### config.mk
export PLATFORM = sky130hd
export DESIGN_NAME = pma_sum
export DESIGN_NICKNAME = d
export VERILOG_FILES = /design/src/sv/polarization_matrix_apply_defines.svh /design/src/sv/pma_pkg.sv /design/src/sv/pma_sum.sv
export SDC_FILE = /design/constraint.sdc
export NUM_CORES = 2
export LEC_CHECK = 0
export BUFFER_PORTS_ARGS = -buffer_cell sky130_fd_sc_hd__buf_2
export CAP_MARGIN = 40
export CORE_AREA = 10 10 505 507
export CTS_CLUSTER_SIZE = 8
export DETAILED_ROUTE_END_ITERATION = 8
export DIE_AREA = 0 0 515 517
export HOLD_SLACK_MARGIN = 0.02
export PLACE_DENSITY_LB_ADDON = 0.12
export SLEW_MARGIN = 10
export SYNTH_ARGS = -nofsm -noshare
export SYNTH_HDL_FRONTEND = slang
export SYNTH_SLANG_ARGS = --single-unit
### constraint.sdc
create_clock -name clock -period 23.2 [get_ports clock]
set_input_delay 2.32 -clock clock [delete_from_list [all_inputs] [get_ports clock]]
set_output_delay 2.32 -clock clock [all_outputs]
set_load 0.01 [all_outputs]
### src/sv/polarization_matrix_apply_defines.svh
// Assertion macros for the polarization matrix apply block.
// Included by the modules that carry assertions; no other dependencies.
`ifndef POLARIZATION_MATRIX_APPLY_DEFINES_SVH
`define POLARIZATION_MATRIX_APPLY_DEFINES_SVH

// Clocked check, masked while reset is high
`define PMA_ASSERT(lbl, prop, msg) \
   lbl: assert property (@(posedge clock) disable iff (reset) prop) else $error(msg);

// Clocked check that also holds through reset
`define PMA_ASSERT_ALWAYS(lbl, prop, msg) \
   lbl: assert property (@(posedge clock) prop) else $error(msg);

`endif

### src/sv/pma_pkg.sv
// Types shared by the polarization matrix apply pipeline.
// No dependencies; imported by every module of the block.
`timescale 1ns / 1ps
`default_nettype none

package pma_pkg;

   // Packed complex word: signed real part high, signed imaginary part low
   typedef struct packed {
      logic signed [15:0] re;
      logic signed [15:0] im;
   } cplx_type;

   // Input transfer
   typedef struct packed {
      logic [31:0] in_prod_0;
      logic [31:0] in_prod_1;
      logic [31:0] in_prod_2;
      logic [31:0] in_prod_3;
      logic [31:0] jones_00;
      logic [31:0] jones_01;
      logic [31:0] jones_10;
      logic [31:0] jones_11;
      logic        conj_mode;
      logic        last_channel;
   } req_type;

   // Result transfer
   typedef struct packed {
      logic [31:0] out_prod_0;
      logic [31:0] out_prod_1;
      logic [31:0] out_prod_2;
      logic [31:0] out_prod_3;
      logic        last_out;
   } rsp_type;

   // Operands of one output: m0*a + m1*b
   typedef struct packed {
      cplx_type m0;
      cplx_type a;
      cplx_type m1;
      cplx_type b;
   } pair_type;

   // Stage 1: operands routed per output
   typedef struct packed {
      pair_type [3:0] pair;
      logic           conj;
      logic           last;
   } route_type;

   // Real partial products of one output (rr = m.re*v.re, ri = m.re*v.im, ...)
   typedef struct packed {
      logic signed [31:0] rr0;
      logic signed [31:0] ii0;
      logic signed [31:0] ri0;
      logic signed [31:0] ir0;
      logic signed [31:0] rr1;
      logic signed [31:0] ii1;
      logic signed [31:0] ri1;
      logic signed [31:0] ir1;
   } prod_set_type;

   // Stage 2: all partial products
   typedef struct packed {
      prod_set_type [3:0] prod;
      logic               conj;
      logic               last;
   } prod_type;

   // Full precision sum of one output, 26 fraction bits
   typedef struct packed {
      logic signed [33:0] re;
      logic signed [33:0] im;
   } wide_cplx_type;

   // Stage 3: exact sums
   typedef struct packed {
      wide_cplx_type [3:0] acc;
      logic                last;
   } sum_type;

endpackage

`default_nettype wire

### src/sv/pma_sum.sv
// Stage 3: four-term signed sums per output part, with the sign of the
// imaginary cross terms set by mode. Depends on pma_pkg.
`timescale 1ns / 1ps
`default_nettype none

module pma_sum (
   input  wire logic               clock,
   input  wire logic               reset,
   input  wire logic               up_valid,
   input  wire pma_pkg::prod_type  up_data,
   output logic                    up_stall,
   output logic                    dn_valid,
   output pma_pkg::sum_type        dn_data,
   input  wire logic               dn_stall
);
   import pma_pkg::*;

   logic    valid_ff;
   sum_type data_ff;
   sum_type data_in;

   // Conjugated form: re = rr + ii, im = ri - ir; else re = rr - ii, im = ri + ir
   always_comb begin
      data_in.last = up_data.last;
      for (int k = 0; k < 4; k++) begin
         if (up_data.conj) begin
            data_in.acc[k].re = 34'(up_data.prod[k].rr0) + 34'(up_data.prod[k].ii0)
                              + 34'(up_data.prod[k].rr1) + 34'(up_data.prod[k].ii1);
            data_in.acc[k].im = 34'(up_data.prod[k].ri0) - 34'(up_data.prod[k].ir0)
                              + 34'(up_data.prod[k].ri1) - 34'(up_data.prod[k].ir1);
         end else begin
            data_in.acc[k].re = 34'(up_data.prod[k].rr0) - 34'(up_data.prod[k].ii0)
                              + 34'(up_data.prod[k].rr1) - 34'(up_data.prod[k].ii1);
            data_in.acc[k].im = 34'(up_data.prod[k].ri0) + 34'(up_data.prod[k].ir0)
                              + 34'(up_data.prod[k].ri1) + 34'(up_data.prod[k].ir1);
         end
      end
   end

   assign up_stall = valid_ff & dn_stall;

   always_ff @(posedge clock) begin
      if (reset) begin
         valid_ff <= 1'b0;
      end else if (!up_stall) begin
         valid_ff <= up_valid;
      end
   end

   always_ff @(posedge clock) begin
      if (!up_stall && up_valid) begin
         data_ff <= data_in;
      end
   end

   assign dn_valid = valid_ff;
   assign dn_data  = data_ff;

endmodule

`default_nettype wire

**After elaboration in Yosys (flattened, before gate mapping)**

Index checks and enable logic that the tools add are counted.

- Flip-flop bits (word level): 274
- Input bits: 1030
- Output and inout bits: 275
- Word-level logic and storage cells: 65

- Add/subtract/negate cells: 48
- Multiplexer cells: 4
- Bitwise gates (word level): 1
- Reductions and logical operators: 2

Operator list:

| kind | count |
|---|---|
| adder 33 x 32 -> 34 bit | 16 |
| adder 34 x 32 -> 34 bit | 8 |
| two-way mux 68 bit | 4 |
| subtractor 34 x 32 -> 34 bit | 8 |
| adder 32 x 32 -> 33 bit | 8 |
| subtractor 32 x 32 -> 33 bit | 8 |
| AND 1 bit | 1 |
| logical AND 1 bit | 1 |
| zero test 1 bit | 1 |

**Logic depth before layout (Yosys ltp)**

- Depth after elaboration: 4
- Gate-level depth with buffers: 17

**Worst setup path after synthesis**

OpenSTA, ideal clock, no wires.

- Path kind: input to register
- Start point: in dn_stall
- End point: reg data_ff (netlist bit dn_data[0]) (enable)
- Library setup time: 0.943 ns
- Arrival: 14.519 ns
- Data required time: 22.257 ns
- Slack: 7.738 ns
- Stages on the path: 2
- Buffers on the path: 0
- Path through: and2_1 -> nor2b_1

- Longest elaborated chain between the ends: 3

RTL lines:

| element | RTL line | text |
|---|---|---|
| start: declaration | pma_sum.sv:14 | `input wire logic dn_stall` |
| AND 1 bit | pma_sum.sv:40 | `assign up_stall = valid_ff & dn_stall;` |
| zero test 1 bit | pma_sum.sv:51 | `if (!up_stall && up_valid) begin` |
| logical AND 1 bit | pma_sum.sv:51 |  |
| end signal: assignment | pma_sum.sv:52 | `data_ff <= data_in;` |
| end: declaration | pma_sum.sv:19 | `sum_type data_ff;` |

No other way between the ends.
A chain may end at the register's enable or synchronous reset.

==> summary.txt <==
Status -> finished clean
Simple-gate share of the synthesized area -> 8.98%
#FFs+latches synth -> 274
Sequential share of the synthesized area -> 12.8%
Post-Synthesis Cells -> 7,302
Prevailing post-synth register cell -> edfxtp_1
WS Path Type -> in -> reg
Worst Hold End -> dn_valid$_SDFFE_PP0N_
Wire length per cell -> 24.0 um
Register-to-register setup slack -> 20.05 ns
Vias/cell -> 4.63
CTS Buffer Depth -> 3
Multi-input gate area -> 48,000 sq um
Chip width -> 515 um
Placed cell count -> 11,700
Post-Syn Area per Cell -> 8.81 sq um
Synthesized area -> 64,300 sq um
Compound-gate portion of the synthesized area -> 16.2%
Ranking of synthesized cells by area -> fa_1 32%, edfxtp_1 13%, inv_1 12%, ha_1 10%, a21oi_1 3.7%
Reg2reg path depth -> 5
Clk slew on worst S/H paths -> 0.06 ns
# hold bufs at CTS -> 0
Starting Density -> 26.3%
Synth cell types -> 104
Reg power frac -> 14.5%
Grt total ovfl -> 0
Initial antenna violation count -> 168
Setup_tns -> 0 ns
Switching share of power -> 51.2%
Critical Path Sink Type -> flip-flop
Slew @ Worst Pin -> 0.873 ns
Post-cts resize count -> 0
Tightest Hold Check Type -> reg -> reg
Hold Fails Final Rpt -> 0
Initial DRT Pass Iterations -> 5
Min Tclk post-route -> 6.87 ns
Placed Instance Area -> 74,700 sq um
Gate power share -> 74.1%
Setup Skew -> 0.0355 ns
WP data arrival -> 7.29 ns
RSZ-0062 raised after global routing -> no
CTS tree -> built
FF+latch area -> 8220 sq um
CP Max Fanout -> 4
R2R Path End -> dn_data[209]$_DFFE_PP_
Fin crit share -> 29.6%
DRC errors left -> 0
Largest family of logic cells by synthesized area -> adder cells
Skew-Pair Late Insertion Delay -> 0.68 ns
Final cell count without fillers -> 11,900
Yosys top cell by area -> fa_1
Adder-cell share of the synthesized area -> 42.8%
Endpoints failing setup -> 0
Mux cell area share after synthesis -> 0.767%
Slew margin rel. -> 41.3%
I/O Pins -> 1,305
Peak VDD IR -> 61.3 uV
Routed via count -> 55,200
ANT nets after route -> 0
Layout cell share with drive strength beyond 1 -> 17.2%
Post-DP HPWL -> 257,000 um
Total wire length -> 285,000 um
# Post-CTS Setup Buffers -> 0
Required time worst endpoint -> 23.62 ns
Core Box Area -> 245,000 sq um
Finished layout cell area -> 76,400 sq um
P_sw -> 3360 uW
Proportion of power drawn by the clock network -> 11.4%
Die Ht -> 517 um
Root buffer cell -> clkbuf_16
Fmax achieved -> 146 MHz
H-tree Lvls -> 2
Worst r2r src -> dn_valid$_SDFFE_PP0N_
# nets final -> 11,200
Overall Global Routing Usage -> 20.8%
GPL Wtd Cong -> 0.927
Sink Count -> 274
Hold Path Stages -> 3
Internal cell power -> 3200 uW
Leakage -> 0.0397 uW
CTS Buf Count -> 51
Die ar. -> 266,000 sq um
Initial DRC Count -> 3,587
Share of the synthesized area in the top cell type -> 32.4%
Port Buf Inserts -> 1,304
Number of enable flip-flop cells after synthesis -> 273
Slew Viols, Final -> 0
Power Dens Cells -> 85.8 nW/um^2
Vias in the first global route -> 58,700
Max-Cap Viols -> 0
CP Launch Type -> primary input
Pin count of the biggest net entering global routing -> 138
Synthesized-area fraction occupied by xor and xnor cells -> 5.92%
Mapped Nets -> 9,908
Async SR Flop Fraction -> 0%
First-pass GRT wire length -> 409,000 um
Number of fillers in the final layout -> 26,400
Synth warn -> 0
Hold path startpoint -> dn_valid$_SDFFE_PP0N_
Synth-to-layout area growth -> 18.8%
Row count -> 182
-- cells in the final DEF, fill, tap and decap left out, drive strengths merged, types with 229 or more instances in the layout --
cell	netlist	layout
nand2	356	356
xnor2	229	229
nor2	337	337
buf	13	1324
a21o	257	257
a21oi	481	481
ha	536	536
fa	1040	1040
o21ai	364	364
edfxtp	273	273
inv	2046	2049
-- metrics by stage --
stage | util, % | hold WS, ns | setup WS, ns | power, uW
CTS | 31.1 | 0.672 | 16.57 | 6620
detailed placement | 30.5 | 0.660 | 15.80 | 5810
global route | 31.2 | 0.745 | 16.28 | 7170
global placement | 30.5 | 0.654 | 15.86 | 5820
floorplan | - | 0.680 | 7.74 | 4190
finish | 31.2 | 0.674 | 16.33 | 6550
-- worst max-delay path, stage by stage --
cell and delay, ns:
buf_2 0.12, fa_1 0.56, inv_1 0.06, fa_1 0.43, inv_1 0.07, ha_1 0.19
inv_1 0.08, fa_1 0.46, nor2b_1 0.17, o2111ai_1 0.21, a31oi_1 0.46, a31oi_1 0.27
o31ai_1 0.77, o311ai_0 0.36, a31oi_1 0.40, nor4_1 0.10, a31oi_1 0.15, nand4_1 0.11
-- area by class of cell --
type | count | share of cell area, %
multi-input combinational | 4884 | 62.9
sequential | 274 | 10.8
antenna | 61 | 0.200
tap | 3220 | 5.27
inverter | 2046 | 10.1
clock inverter | 33 | 0.285
clock buffer | 60 | 1.71
timing repair buffer | 1324 | 8.84
-- logic make-up after synthesis --
kind of cell,after synthesis
compound gates,1616
xor+xnor,435
fa+ha+maj,1576
buf+inv,2144
flops,274
mux,47
simple gates,1210
-- cells in the mapped netlist, drive strengths merged (10+ instances only) --
| cell type | count |
|---|---|
| a2111oi | 19 |
| a211o | 15 |
| a211oi | 60 |
| a21boi | 22 |
| a21o | 257 |
| a21oi | 481 |
| a221oi | 12 |
| a311oi | 11 |
| a31o | 13 |
| a31oi | 51 |
| a41oi | 11 |
| and2 | 23 |
| and3 | 48 |
| and4 | 13 |
| buf | 13 |
| clkbuf | 85 |
| edfxtp | 273 |
| fa | 1040 |
| ha | 536 |
| inv | 2046 |
| mux2 | 18 |
| mux2i | 29 |
| nand2 | 356 |
| nand2b | 65 |
| nand3 | 92 |
| nand4 | 47 |
| nor2 | 337 |
| nor2b | 66 |
| nor3 | 66 |
| nor3b | 10 |
| nor4 | 18 |
| o2111ai | 10 |
| o211ai | 38 |
| o21a | 55 |
| o21ai | 364 |
| o21bai | 47 |
| o22ai | 18 |
| o31a | 11 |
| o31ai | 43 |
| or2 | 14 |
| or3 | 25 |
| xnor2 | 229 |
| xor2 | 206 |
-- layer usage --
metal,share of wire [%],vias to the layer above,wire length [um],GRT usage (%)
met1,42,27200,119000,26.1
met2,48,1803,137000,36.2
li1,-,25800,-,-
met4,3.0,48,8600,4.92
met5,0.11,-,327,0
met3,6.9,385,19600,4.49
-- worst max path at each step --
stage	start	cells past startpoint	to
after floorplan	dn_stall	2	dn_data[0]$_DFFE_PP_
after global placement	up_data[2]	18	dn_data[33]$_DFFE_PP_
after detailed placement	up_data[322]	18	dn_data[135]$_DFFE_PP_
after CTS	up_data[322]	18	dn_data[135]$_DFFE_PP_
after global routing	up_data[583]	16	dn_data[198]$_DFFE_PP_
final	up_data[322]	18	dn_data[135]$_DFFE_PP_
-- flip-flops by register name (all words and copies together) (netlist names) --
| register | cells |
|---|---|
| dn_data | 273 |
| dn_valid | 1 |
-- power by group through the flow --
stage / Sequential [uW] / Clock [uW] / Combinational [uW]
floorplan: 977 / 0 / 3220
global placement: 969 / 0 / 4850
detailed placement: 960 / 0 / 4850
CTS: 956 / 783 / 4880
global route: 960 / 795 / 5410
finish: 949 / 748 / 4860
Note: power is estimated with default switching activity, not from simulation.
