==> src/sv/polarization_matrix_apply_defines.svh <==
// Assertion macros for the polarization matrix apply block.
// Included by the modules that carry assertions; no other dependencies.
`ifndef POLARIZATION_MATRIX_APPLY_DEFINES_SVH
`define POLARIZATION_MATRIX_APPLY_DEFINES_SVH

// Clocked check, masked while reset is high
`define PMA_ASSERT(lbl, prop, msg) \
   lbl: assert property (@(posedge clock) disable iff (reset) prop) else $error(msg);

// Clocked check that also holds through reset
`define PMA_ASSERT_ALWAYS(lbl, prop, msg) \
   lbl: assert property (@(posedge clock) prop) else $error(msg);

`endif

==> src/sv/pma_pkg.sv <==
// Types shared by the polarization matrix apply pipeline.
// No dependencies; imported by every module of the block.
`timescale 1ns / 1ps
`default_nettype none

package pma_pkg;

   // Packed complex word: signed real part high, signed imaginary part low
   typedef struct packed {
      logic signed [15:0] re;
      logic signed [15:0] im;
   } cplx_type;

   // Input transfer
   typedef struct packed {
      logic [31:0] in_prod_0;
      logic [31:0] in_prod_1;
      logic [31:0] in_prod_2;
      logic [31:0] in_prod_3;
      logic [31:0] jones_00;
      logic [31:0] jones_01;
      logic [31:0] jones_10;
      logic [31:0] jones_11;
      logic        conj_mode;
      logic        last_channel;
   } req_type;

   // Result transfer
   typedef struct packed {
      logic [31:0] out_prod_0;
      logic [31:0] out_prod_1;
      logic [31:0] out_prod_2;
      logic [31:0] out_prod_3;
      logic        last_out;
   } rsp_type;

   // Operands of one output: m0*a + m1*b
   typedef struct packed {
      cplx_type m0;
      cplx_type a;
      cplx_type m1;
      cplx_type b;
   } pair_type;

   // Stage 1: operands routed per output
   typedef struct packed {
      pair_type [3:0] pair;
      logic           conj;
      logic           last;
   } route_type;

   // Real partial products of one output (rr = m.re*v.re, ri = m.re*v.im, ...)
   typedef struct packed {
      logic signed [31:0] rr0;
      logic signed [31:0] ii0;
      logic signed [31:0] ri0;
      logic signed [31:0] ir0;
      logic signed [31:0] rr1;
      logic signed [31:0] ii1;
      logic signed [31:0] ri1;
      logic signed [31:0] ir1;
   } prod_set_type;

   // Stage 2: all partial products
   typedef struct packed {
      prod_set_type [3:0] prod;
      logic               conj;
      logic               last;
   } prod_type;

   // Full precision sum of one output, 26 fraction bits
   typedef struct packed {
      logic signed [33:0] re;
      logic signed [33:0] im;
   } wide_cplx_type;

   // Stage 3: exact sums
   typedef struct packed {
      wide_cplx_type [3:0] acc;
      logic                last;
   } sum_type;

endpackage

`default_nettype wire

==> src/sv/pma_route.sv <==
// Stage 1: unpacks the input transfer and routes matrix and product
// operands to each of the four outputs by mode. Depends on pma_pkg.
`timescale 1ns / 1ps
`default_nettype none

module pma_route (
   input  wire logic               clock,
   input  wire logic               reset,
   input  wire logic               up_valid,
   input  wire pma_pkg::req_type   up_data,
   output logic                    up_stall,
   output logic                    dn_valid,
   output pma_pkg::route_type      dn_data,
   input  wire logic               dn_stall
);
   import pma_pkg::*;

   logic      valid_ff;
   route_type data_ff;
   route_type data_in;
   cplx_type  v0, v1, v2, v3, m00, m01, m10, m11;

   // Operand selection
   always_comb begin
      v0  = cplx_type'(up_data.in_prod_0);
      v1  = cplx_type'(up_data.in_prod_1);
      v2  = cplx_type'(up_data.in_prod_2);
      v3  = cplx_type'(up_data.in_prod_3);
      m00 = cplx_type'(up_data.jones_00);
      m01 = cplx_type'(up_data.jones_01);
      m10 = cplx_type'(up_data.jones_10);
      m11 = cplx_type'(up_data.jones_11);
      data_in.conj = ~up_data.conj_mode;
      data_in.last = up_data.last_channel;
      if (up_data.conj_mode) begin
         // left multiply
         data_in.pair[0] = '{m0: m00, a: v0, m1: m01, b: v3};
         data_in.pair[3] = '{m0: m00, a: v2, m1: m01, b: v1};
         data_in.pair[2] = '{m0: m10, a: v0, m1: m11, b: v3};
         data_in.pair[1] = '{m0: m10, a: v2, m1: m11, b: v1};
      end else begin
         // conjugated matrix
         data_in.pair[0] = '{m0: m00, a: v0, m1: m01, b: v2};
         data_in.pair[3] = '{m0: m10, a: v0, m1: m11, b: v2};
         data_in.pair[2] = '{m0: m00, a: v3, m1: m01, b: v1};
         data_in.pair[1] = '{m0: m10, a: v3, m1: m11, b: v1};
      end
   end

   // Stage holds only while full and stalled downstream
   assign up_stall = valid_ff & dn_stall;

   always_ff @(posedge clock) begin
      if (reset) begin
         valid_ff <= 1'b0;
      end else if (!up_stall) begin
         valid_ff <= up_valid;
      end
   end

   always_ff @(posedge clock) begin
      if (!up_stall && up_valid) begin
         data_ff <= data_in;
      end
   end

   assign dn_valid = valid_ff;
   assign dn_data  = data_ff;

endmodule

`default_nettype wire

==> config.mk <==
export PLATFORM = sky130hd
export DESIGN_NAME = pma_route
export DESIGN_NICKNAME = d
export VERILOG_FILES = /design/src/sv/polarization_matrix_apply_defines.svh /design/src/sv/pma_pkg.sv /design/src/sv/pma_route.sv
export SDC_FILE = /design/constraint.sdc
export NUM_CORES = 1
export LEC_CHECK = 0
export ABC_AREA = 1
export BUFFER_PORTS_ARGS = -buffer_cell sky130_fd_sc_hd__buf_2
export CAP_MARGIN = 10
export CELL_PAD_IN_SITES_DETAIL_PLACEMENT = 1
export CELL_PAD_IN_SITES_GLOBAL_PLACEMENT = 2
export CORE_AREA = 2 2 307 309
export CTS_CLUSTER_DIAMETER = 100
export CTS_CLUSTER_SIZE = 14
export DETAILED_ROUTE_END_ITERATION = 7
export DIE_AREA = 0 0 309 311
export PLACE_DENSITY_LB_ADDON = 0.1
export SLEW_MARGIN = 20
export SYNTH_ARGS = -nofsm -noshare
export SYNTH_HDL_FRONTEND = slang
export SYNTH_SLANG_ARGS = --single-unit
export TNS_END_PERCENT = 10
==> constraint.sdc <==
create_clock -name clock -period 27.8 [get_ports clock]
set_clock_uncertainty 0.1 [all_clocks]
set_input_delay 5.56 -clock clock [delete_from_list [all_inputs] [get_ports clock]]
set_output_delay 5.56 -clock clock [all_outputs]
set_load 0.05 [all_outputs]
# Word-level counts from Yosys, hierarchy flattened
# Index checks and enable logic that the tools add are counted.
word_totals:
  register_bits: 515
  latch_bits: 0
  mem_bits_rw: 0
  mem_bits_ro: 0
  inputBits: 262
  output_inout_bits: 516
  word_cells: 40
  mem_count: 0
op_classes:
  n_addsub: 0
  mul: 0
  div_mod_pow: 0
  magnitude_cmp: 0
  eq_ne: 0
  shift: 0
  muxes: 1
  bitwise: 2
  n_reduce_logical: 2
op_table:
  columns: ["operator", "count"]
  rows:
  - ["two-way mux 512 bit", 1]
  - ["AND 1 bit", 1]
  - ["logical AND 1 bit", 1]
  - ["zero test 1 bit", 1]
  - ["inverter 1 bit", 1]

# Depth between registers and ports, before layout
# Gate-level depths: netlist (run 1).
logic_depth:
  depth_word: 3
  ltp_mapped: 7
  depth_no_buf: 3

# Worst setup path before layout (run 1)
# OpenSTA, ideal clock, no wires.
synth_timing:
  kind: "input -> register"
  startpoint: "input dn_stall"
  endpoint: "register data_ff (netlist bit dn_data[0]) (enable)"
  setup_time_ns: 1.406
  t_arrival_ns: 27.241
  required_ns: 26.294
  path_slack_ns: -0.947
  path_stages: 3
  path_buffers: 0
  path_cell_list: "nand2_1 inv_1 nor2_1"
synth_via:
  elab_chain_cells: 3
synth_lines:
  columns: ["element", "line_no", "text"]
  rows:
  - ["start: declaration", "pma_route.sv:14", "input wire logic dn_stall"]
  - ["AND 1 bit", "pma_route.sv:51", "assign up_stall = valid_ff & dn_stall;"]
  - ["net up_stall", "pma_route.sv:11", "output logic up_stall,"]
  - ["zero test 1 bit", "pma_route.sv:62", "if (!up_stall && up_valid) begin"]
  - ["logical AND 1 bit", "pma_route.sv:62", null]
  - ["end signal: assignment", "pma_route.sv:63", "data_ff <= data_in;"]
  - ["end: declaration", "pma_route.sv:19", "route_type data_ff;"]
# The timed path passes the listed nets, and every way through them passes these cells.
# A chain may end at the register's enable or synchronous reset.

# Worst setup path in the final report (run 1)
layout_timing:
  startpoint: "input dn_stall"
  endpoint: "output up_stall"
layout_via:
  elab_chain_cells: 1
layout_lines:
  columns: ["element", "line_no"]
  rows:
  - ["AND 1 bit", "pma_route.sv:51"]
  - ["end: declaration", "pma_route.sv:11"]
# No other way between the ends.

==> results of run 1 <==
[power groups by stage]
stage	clock (W)	sequential (W)	combinational, W
2_1_floorplan	0	0.00115	0.0000538
3_3_place_gp	0	0.000948	0.000345
3_5_place_dp	0	0.000949	0.000347
4_1_cts	0.000608	0.000932	0.000347
5_1_grt	0.000629	0.000936	0.000360
6_report	0.000575	0.000931	0.000340
[logic make-up (layout without fill, tap and decap cells)]
family	Yosys count	count (layout)	share of synthesized area
AO/OA/AOI/OAI	257	257	0.0674
buffers and inverters	195	977	0.0496
flip-flops	515	515	0.807
other	0	5	0
AND/OR/NAND/NOR	386	386	0.0757
[routing by layer]
| metal | global-route usage | up-vias | routed length [µm] |
|---|---|---|---|
| met5 | 0 | - | 82 |
| met4 | 0.0386 | 12 | 1790 |
| met3 | 0.0520 | 93 | 6220 |
| met2 | 0.279 | 437 | 39200 |
| met1 | 0.146 | 6518 | 25100 |
| li1 | - | 6225 | - |
[per-stage QoR]
step	cells	hold slack, ns
floorplan	1353	0.593
global placement	3332	0.383
detailed placement	3332	0.379
CTS	3388	0.390
global route	3391	0.443
finish	3394	0.391
[sequential cells by signal (all words and copies together), names as in the netlist]
register	count
dn_data	514
dn_valid	1
[synthesized netlist by cell type]
cell type  instances
a21oi_1            1
dfxtp_1            1
clkbuf_1          22
inv_2              1
buf_8              1
buf_4              7
buf_6             22
edfxtp_1         514
o21ai_2            1
o21ai_0          228
inv_1            130
buf_2              9
clkbuf_2           3
nor2_1             1
o21ai_1           27
nand2_1          385
[final timing paths]
check,start,endpoint,cells past startpoint
setup reg to reg,dn_valid$_SDFFE_PP0N_,dn_data[0]$_DFFE_PP_,7
setup / recovery,dn_stall,up_stall,4
hold / removal,dn_valid$_SDFFE_PP0N_,dn_valid$_SDFFE_PP0N_,2
hold reg to reg,dn_valid$_SDFFE_PP0N_,dn_valid$_SDFFE_PP0N_,2
[final cells by class]
cell class / count / area (µm²)
Clock buffer: 52 / 1150
Tap cell: 1254 / 1570
Antenna cell: 5 / 12.5
Multi-Input combinational cell: 643 / 2750
Inverter: 131 / 497
Timing Repair Buffer: 790 / 4030
Sequential cell: 515 / 15500
Fill cell: 10434 / 67300
Clock inverter: 4 / 26.3
[critical path: stages]
cell and delay, ns:
buf_2 0.08, nand2_1 0.06, inv_1 0.11, buf_2 0.28
==> summary.md, run 1 <==
| Metric | Value |
|---|---|
| Outcome | `completed` |
| Starting density of the core | `0.206` |
| Layout cell share with drive strength beyond 1 | `0.394` |
| Mapped Nets | `1,615` |
| First-pass GRT wire length | `102 mm` |
| PostCTS Resize Cnt | `0` |
| Cell Int Power | `0.00127 W` |
| Final number of setup-violating endpoints | `0` |
| Routed Antenna Nets | `0` |
| Via count | `13,285` |
| Clk pwr share | `0.312` |
| Synth area leaders | `edfxtp_1, nand2_1, o21ai_0, inv_1, buf_6` |
| Core area | `0.0928 mm²` |
| Final Cycle Share | `0.422` |
| Die Wd | `309 µm` |
| Placer Congestion | `0.763` |
| Synthesized flop and latch total | `515` |
| Setup Crit Path Kind | `primary input to output pin` |
| DRC | `0` |
| TritonCTS clock tree | `built` |
| Worst-Skew Late Latency | `0.57 ns` |
| Worst-Margin Slew | `1.03 ns` |
| Via count of the first global-routing pass | `14,198` |
| Input/output buffers | `777` |
| CP Capture Type | `output pin` |
| Sequential share of the synthesized area | `0.807` |
| Worst setup margin | `16.06 ns` |
| P_leak | `10.8 nW` |
| Post-Syn Area | `0.0191 mm²` |
| Maxcap violations | `0` |
| RSZ-0062 raised after global routing | `no` |
| Most frequent cells in the layout | `buf_2, edfxtp_1, nand2_1, o21ai_0, inv_1` |
| Largest net degree at the start of global routing | `195` |
| Comb pwr share | `0.184` |
| Die height | `311 µm` |
| Psw | `0.000576 W` |
| DP Worst Slack | `16.06 ns` |
| CTS Buf Count | `43` |
| Root Driver | `clkbuf_16` |
| Synthesized area per cell | `14.1 µm²` |
| WP data arrival | `6.08 ns` |
| Worst vdd ir | `41.9 µV` |
| Most common cell after layout, fill and taps aside | `buf_2` |
| Layout Nets | `2,386` |
| Final Cell Area | `0.0255 mm²` |
| Crit path max fanout | `2` |
| Fin. max-slew vios | `0` |
| Critical path startpoint category | `primary input` |
| Clock Pin Slew Worst Setup and Hold Paths | `0.07 ns` |
| Mean routed wirelength per cell | `21.3 µm` |
| Pwr Total | `0.00185 W` |
| Post-synth top area cell | `edfxtp_1` |
| Total Routing Usage GR | `0.146` |
| Row Count | `112` |
| Fin util | `0.275` |
| DP HPWL | `55.0 mm` |
| Class of the worst hold path | `flip-flop to flip-flop` |
| PwrDens | `72.4 mW/mm²` |
| # hold bufs at CTS | `0` |
| Sink Count | `515` |
| Post-Syn Instances | `1,353` |
| Worst-case clock buffer depth | `3` |
| Min Tclk post-route | `11.74 ns` |
| Final hold vios | `0` |
| Drt via density | `3.91` |
| Iter 0 DRT Violations | `644` |
| Max-slew headroom | `0.310` |
| Placed standard-cell area | `0.0243 mm²` |
| Initial antenna violation count | `16` |
| Reg2Reg Setup Slack | `23.73 ns` |
| Switching Fraction | `0.312` |
| Count of cell types in the netlist | `16` |
| Gr ovfl total | `0` |
| Peak Freq | `0.0852 GHz` |
| Drt total wl | `72.5 mm` |
| Area delta synth->final | `33.1%` |
| TritonRoute pass-1 iters | `4` |
| Sequential power share | `0.504` |
| Yosys warns | `0` |
| Critical Path RT | `22.14 ns` |
| H-tree levels | `2` |
| Yosys top cell area share | `0.806` |
| Postcts setup bufs | `0` |
| I/O pins | `778` |
| Die ar. | `0.0961 mm²` |
| Setup TNS after final layout | `0 ns` |
No activity file was read; power rests on OpenSTA's default activity.
==> run 2, diff against run 1 <==
--- a/config.mk
+++ b/config.mk
@@ -5,16 +5,16 @@
 export SDC_FILE = /design/constraint.sdc
 export NUM_CORES = 1
 export LEC_CHECK = 0
-export ABC_AREA = 1
+export ABC_AREA = 0
 export BUFFER_PORTS_ARGS = -buffer_cell sky130_fd_sc_hd__buf_2
 export CAP_MARGIN = 10
 export CELL_PAD_IN_SITES_DETAIL_PLACEMENT = 1
 export CELL_PAD_IN_SITES_GLOBAL_PLACEMENT = 2
-export CORE_AREA = 2 2 307 309
+export CORE_AREA = 2 2 302 304
 export CTS_CLUSTER_DIAMETER = 100
 export CTS_CLUSTER_SIZE = 14
 export DETAILED_ROUTE_END_ITERATION = 7
-export DIE_AREA = 0 0 309 311
+export DIE_AREA = 0 0 304 306
 export PLACE_DENSITY_LB_ADDON = 0.1
 export SLEW_MARGIN = 20
 export SYNTH_ARGS = -nofsm -noshare
==> constraint.sdc (replaced) <==
create_clock -name clock -period 12.05 [get_ports clock]
set_clock_uncertainty 0.1 [all_clocks]
set_input_delay 2.41 -clock clock [delete_from_list [all_inputs] [get_ports clock]]
set_output_delay 2.41 -clock clock [all_outputs]
set_load 0.05 [all_outputs]
==> summary.md, run 2 <==
| Metric | Value |
|---|---|
| Layout Nets | `2,127` |
| Largest net degree at the start of global routing | `158` |
| RSZ-0062 raised after global routing | `no` |
| Crit path max fanout | `2` |
| Peak Freq | `0.183 GHz` |
| Class of the worst hold path | `flip-flop to flip-flop` |
| First-pass GRT wire length | `96.9 mm` |
| Layout cell share with drive strength beyond 1 | `0.514` |
| Most frequent cells in the layout | `buf_2, edfxtp_1, nand2_1, o21ai_0, mux2_4` |
| Die Wd | `304 µm` |
| CP peak stage delay | `0.28 ns` |
| Max reg flops | `514` |
| CP Capture Type | `output pin` |
| Post-Syn Area | `0.0195 mm²` |
| Die height | `306 µm` |
| Critical path startpoint category | `primary input` |
| I/O pins | `778` |
| Ys async rst share | `0` |
| Worst-Skew Late Latency | `0.57 ns` |
| Fin. max-slew vios | `0` |
| TritonCTS clock tree | `built` |
| Sequential power share | `0.501` |
| Worst vdd ir | `97.3 µV` |
| Finished Layout Cells | `3,061` |
| Postcts setup bufs | `0` |
| DRC | `0` |
| Fin util | `0.288` |
| Clk pwr share | `0.313` |
| Synthesized flop and latch total | `515` |
| Compound-Gate Fraction of Synth Area | `0.0332` |
| Most common cell after layout, fill and taps aside | `buf_2` |
| H-tree levels | `2` |
| Yosys top cell area share | `0.793` |
| Multi-input combinational cell area | `0.00339 mm²` |
| Starting density of the core | `0.217` |
| Die ar. | `0.0930 mm²` |
| Sequential share of the synthesized area | `0.794` |
| Post-synthesis mux area share | `0.0945` |
| WHS | `0.433 ns` |
| Synthesized area per cell | `18.1 µm²` |
| CP Cell Sequence | `buf_2 -> and2_1 -> buf_2` |
| Setup Crit Path Kind | `primary input to output pin` |
| FILL cells | `9,725` |
| Mapped Nets | `1,336` |
| Setup TNS after final layout | `0 ns` |
| # hold bufs at CTS | `0` |
| DP HPWL | `52.7 mm` |
| Placed Cells incl. Taps | `2,995` |
| Sink Count | `515` |
| Switching Fraction | `0.308` |
| Synth top cells by count | `edfxtp_1, nand2_1, o21ai_0` |
| Core area | `0.0896 mm²` |
| Maxcap violations | `0` |
| Post-synth top area cell | `edfxtp_1` |
| Cell Int Power | `0.00297 W` |
| Routed Antenna Nets | `0` |
| Final Cycle Share | `0.454` |
| Outcome | `completed` |
| Area delta synth->final | `32.5%` |
| Most frequent CP cell | `buf_2` |
| Max-slew headroom | `0.332` |
| PostCTS Resize Cnt | `0` |
| Yosys warns | `0` |
| Initial antenna violation count | `23` |
| Final number of setup-violating endpoints | `0` |
| Gr ovfl total | `0` |
| Total Routing Usage GR | `0.144` |
| Post-Syn Instances | `1,074` |
| CTS Buf Count | `44` |
| Post-synth EDFFs | `514` |
| P_leak | `10.8 nW` |
| Via count of the first global-routing pass | `13,132` |
| Root Driver | `clkbuf_16` |
| Post-Synth Adder-Cell Area | `0` |
| Register area | `0.0155 mm²` |
| Pwr Total | `0.00429 W` |
| Simple logic cell fraction of the synthesized area | `0.0461` |
| Iter 0 DRT Violations | `615` |
| Largest family of logic cells by synthesized area | `multiplexers` |
| Synth area leaders | `edfxtp_1, mux2_4, o21ai_0, nand2_1, nand2b_1` |
| Via count | `12,126` |
| Final hold vios | `0` |
| Xor and xnor area share after synthesis | `0` |
| Clock Pin Slew Worst Setup and Hold Paths | `0.07 ns` |
| Count leader, synth | `edfxtp_1` |
| Placer Congestion | `0.748` |
| Drt total wl | `69.3 mm` |
| Drt via density | `3.96` |
| Row Count | `110` |
| PwrDens | `166 mW/mm²` |
| Count of cell types in the netlist | `18` |
| WP data arrival | `2.96 ns` |
| Worst-case clock buffer depth | `3` |
| Psw | `0.00132 W` |
| Highest-delay cell along the critical path | `buf_2` |
| Input/output buffers | `777` |
| Mean routed wirelength per cell | `22.6 µm` |
| Critical Path RT | `9.54 ns` |
| Worst-Margin Slew | `1.00 ns` |
| Comb pwr share | `0.186` |
| Reg2Reg Setup Slack | `8.85 ns` |
| TritonRoute pass-1 iters | `4` |
| Top_reg_cell synth | `edfxtp_1` |
| Min Tclk post-route | `5.47 ns` |
==> run 2: cell count changes in the layout (fill, tap and decap cells not counted), moves of 2 or more <==
cell and delta:
o21ai_0 -100, nand2b_1 +64, diode_2 +3, buf_4 -3, inv_6 +2, mux2_4 +106, clkinv_4 -2, mux2_2 +20
nand2_1 -257, inv_1 -66, mux2_1 +2, o21ai_1 -27
==> run 2: critical path: cells and delay by family <==
family | cells | cell delay (ns)
simple gates | 1 | 0.17
buf+inv | 2 | 0.37
==> run 2: layout make-up <==
cell class                      instances  share of cell area
Antenna cell                            8            0.000776
Clock buffer                           52              0.0447
Multi-Input combinational cell        452               0.131
Inverter                               65             0.00946
Tap cell                             1176              0.0571
Clock inverter                          6             0.00223
Sequential cell                       515               0.599
Timing Repair Buffer                  787               0.155
==> run 2: cell families after synthesis <==
family / count (synthesis)
compound gates: 129
simple gates: 195
mux: 128
buf+inv: 107
flops: 515
==> run 2: worst paths after layout <==
check	startpoint	end	cells after the start
setup / recovery	dn_stall	up_stall	3
hold / removal	dn_valid$_SDFFE_PP0N_	dn_valid$_SDFFE_PP0N_	2
setup reg to reg	dn_valid$_SDFFE_PP0N_	dn_data[436]$_DFFE_PP_	5
hold reg to reg	dn_valid$_SDFFE_PP0N_	dn_valid$_SDFFE_PP0N_	2
==> run 2: per-stage QoR <==
step           cell area, µm²  worst slack, ns
4_1_cts                 25800             6.58
6_report                25800             6.58
2_1_floorplan           19500             1.08
3_5_place_dp            24600             6.44
5_1_grt                 25800             6.54
3_3_place_gp            24600             6.51
==> run 2: layer usage <==
layer,GRT usage,wire length (µm),vias to the layer above,part of all wire
met3,0.0773,8140,116,0.12
met5,0,138,-,0.0020
met2,0.249,34000,505,0.49
met4,0.0454,1990,24,0.029
met1,0.149,25000,5953,0.36
li1,-,-,5528,-
==> run 2: power groups by stage <==
stage | Combinational (W) | Sequential (W) | Clock, W
after floorplan | 0.000148 | 0.00262 | 0
after global placement | 0.000808 | 0.00219 | 0
after detailed placement | 0.000812 | 0.00219 | 0
after CTS | 0.000812 | 0.00215 | 0.00142
after global routing | 0.000839 | 0.00216 | 0.00147
final | 0.000798 | 0.00215 | 0.00134
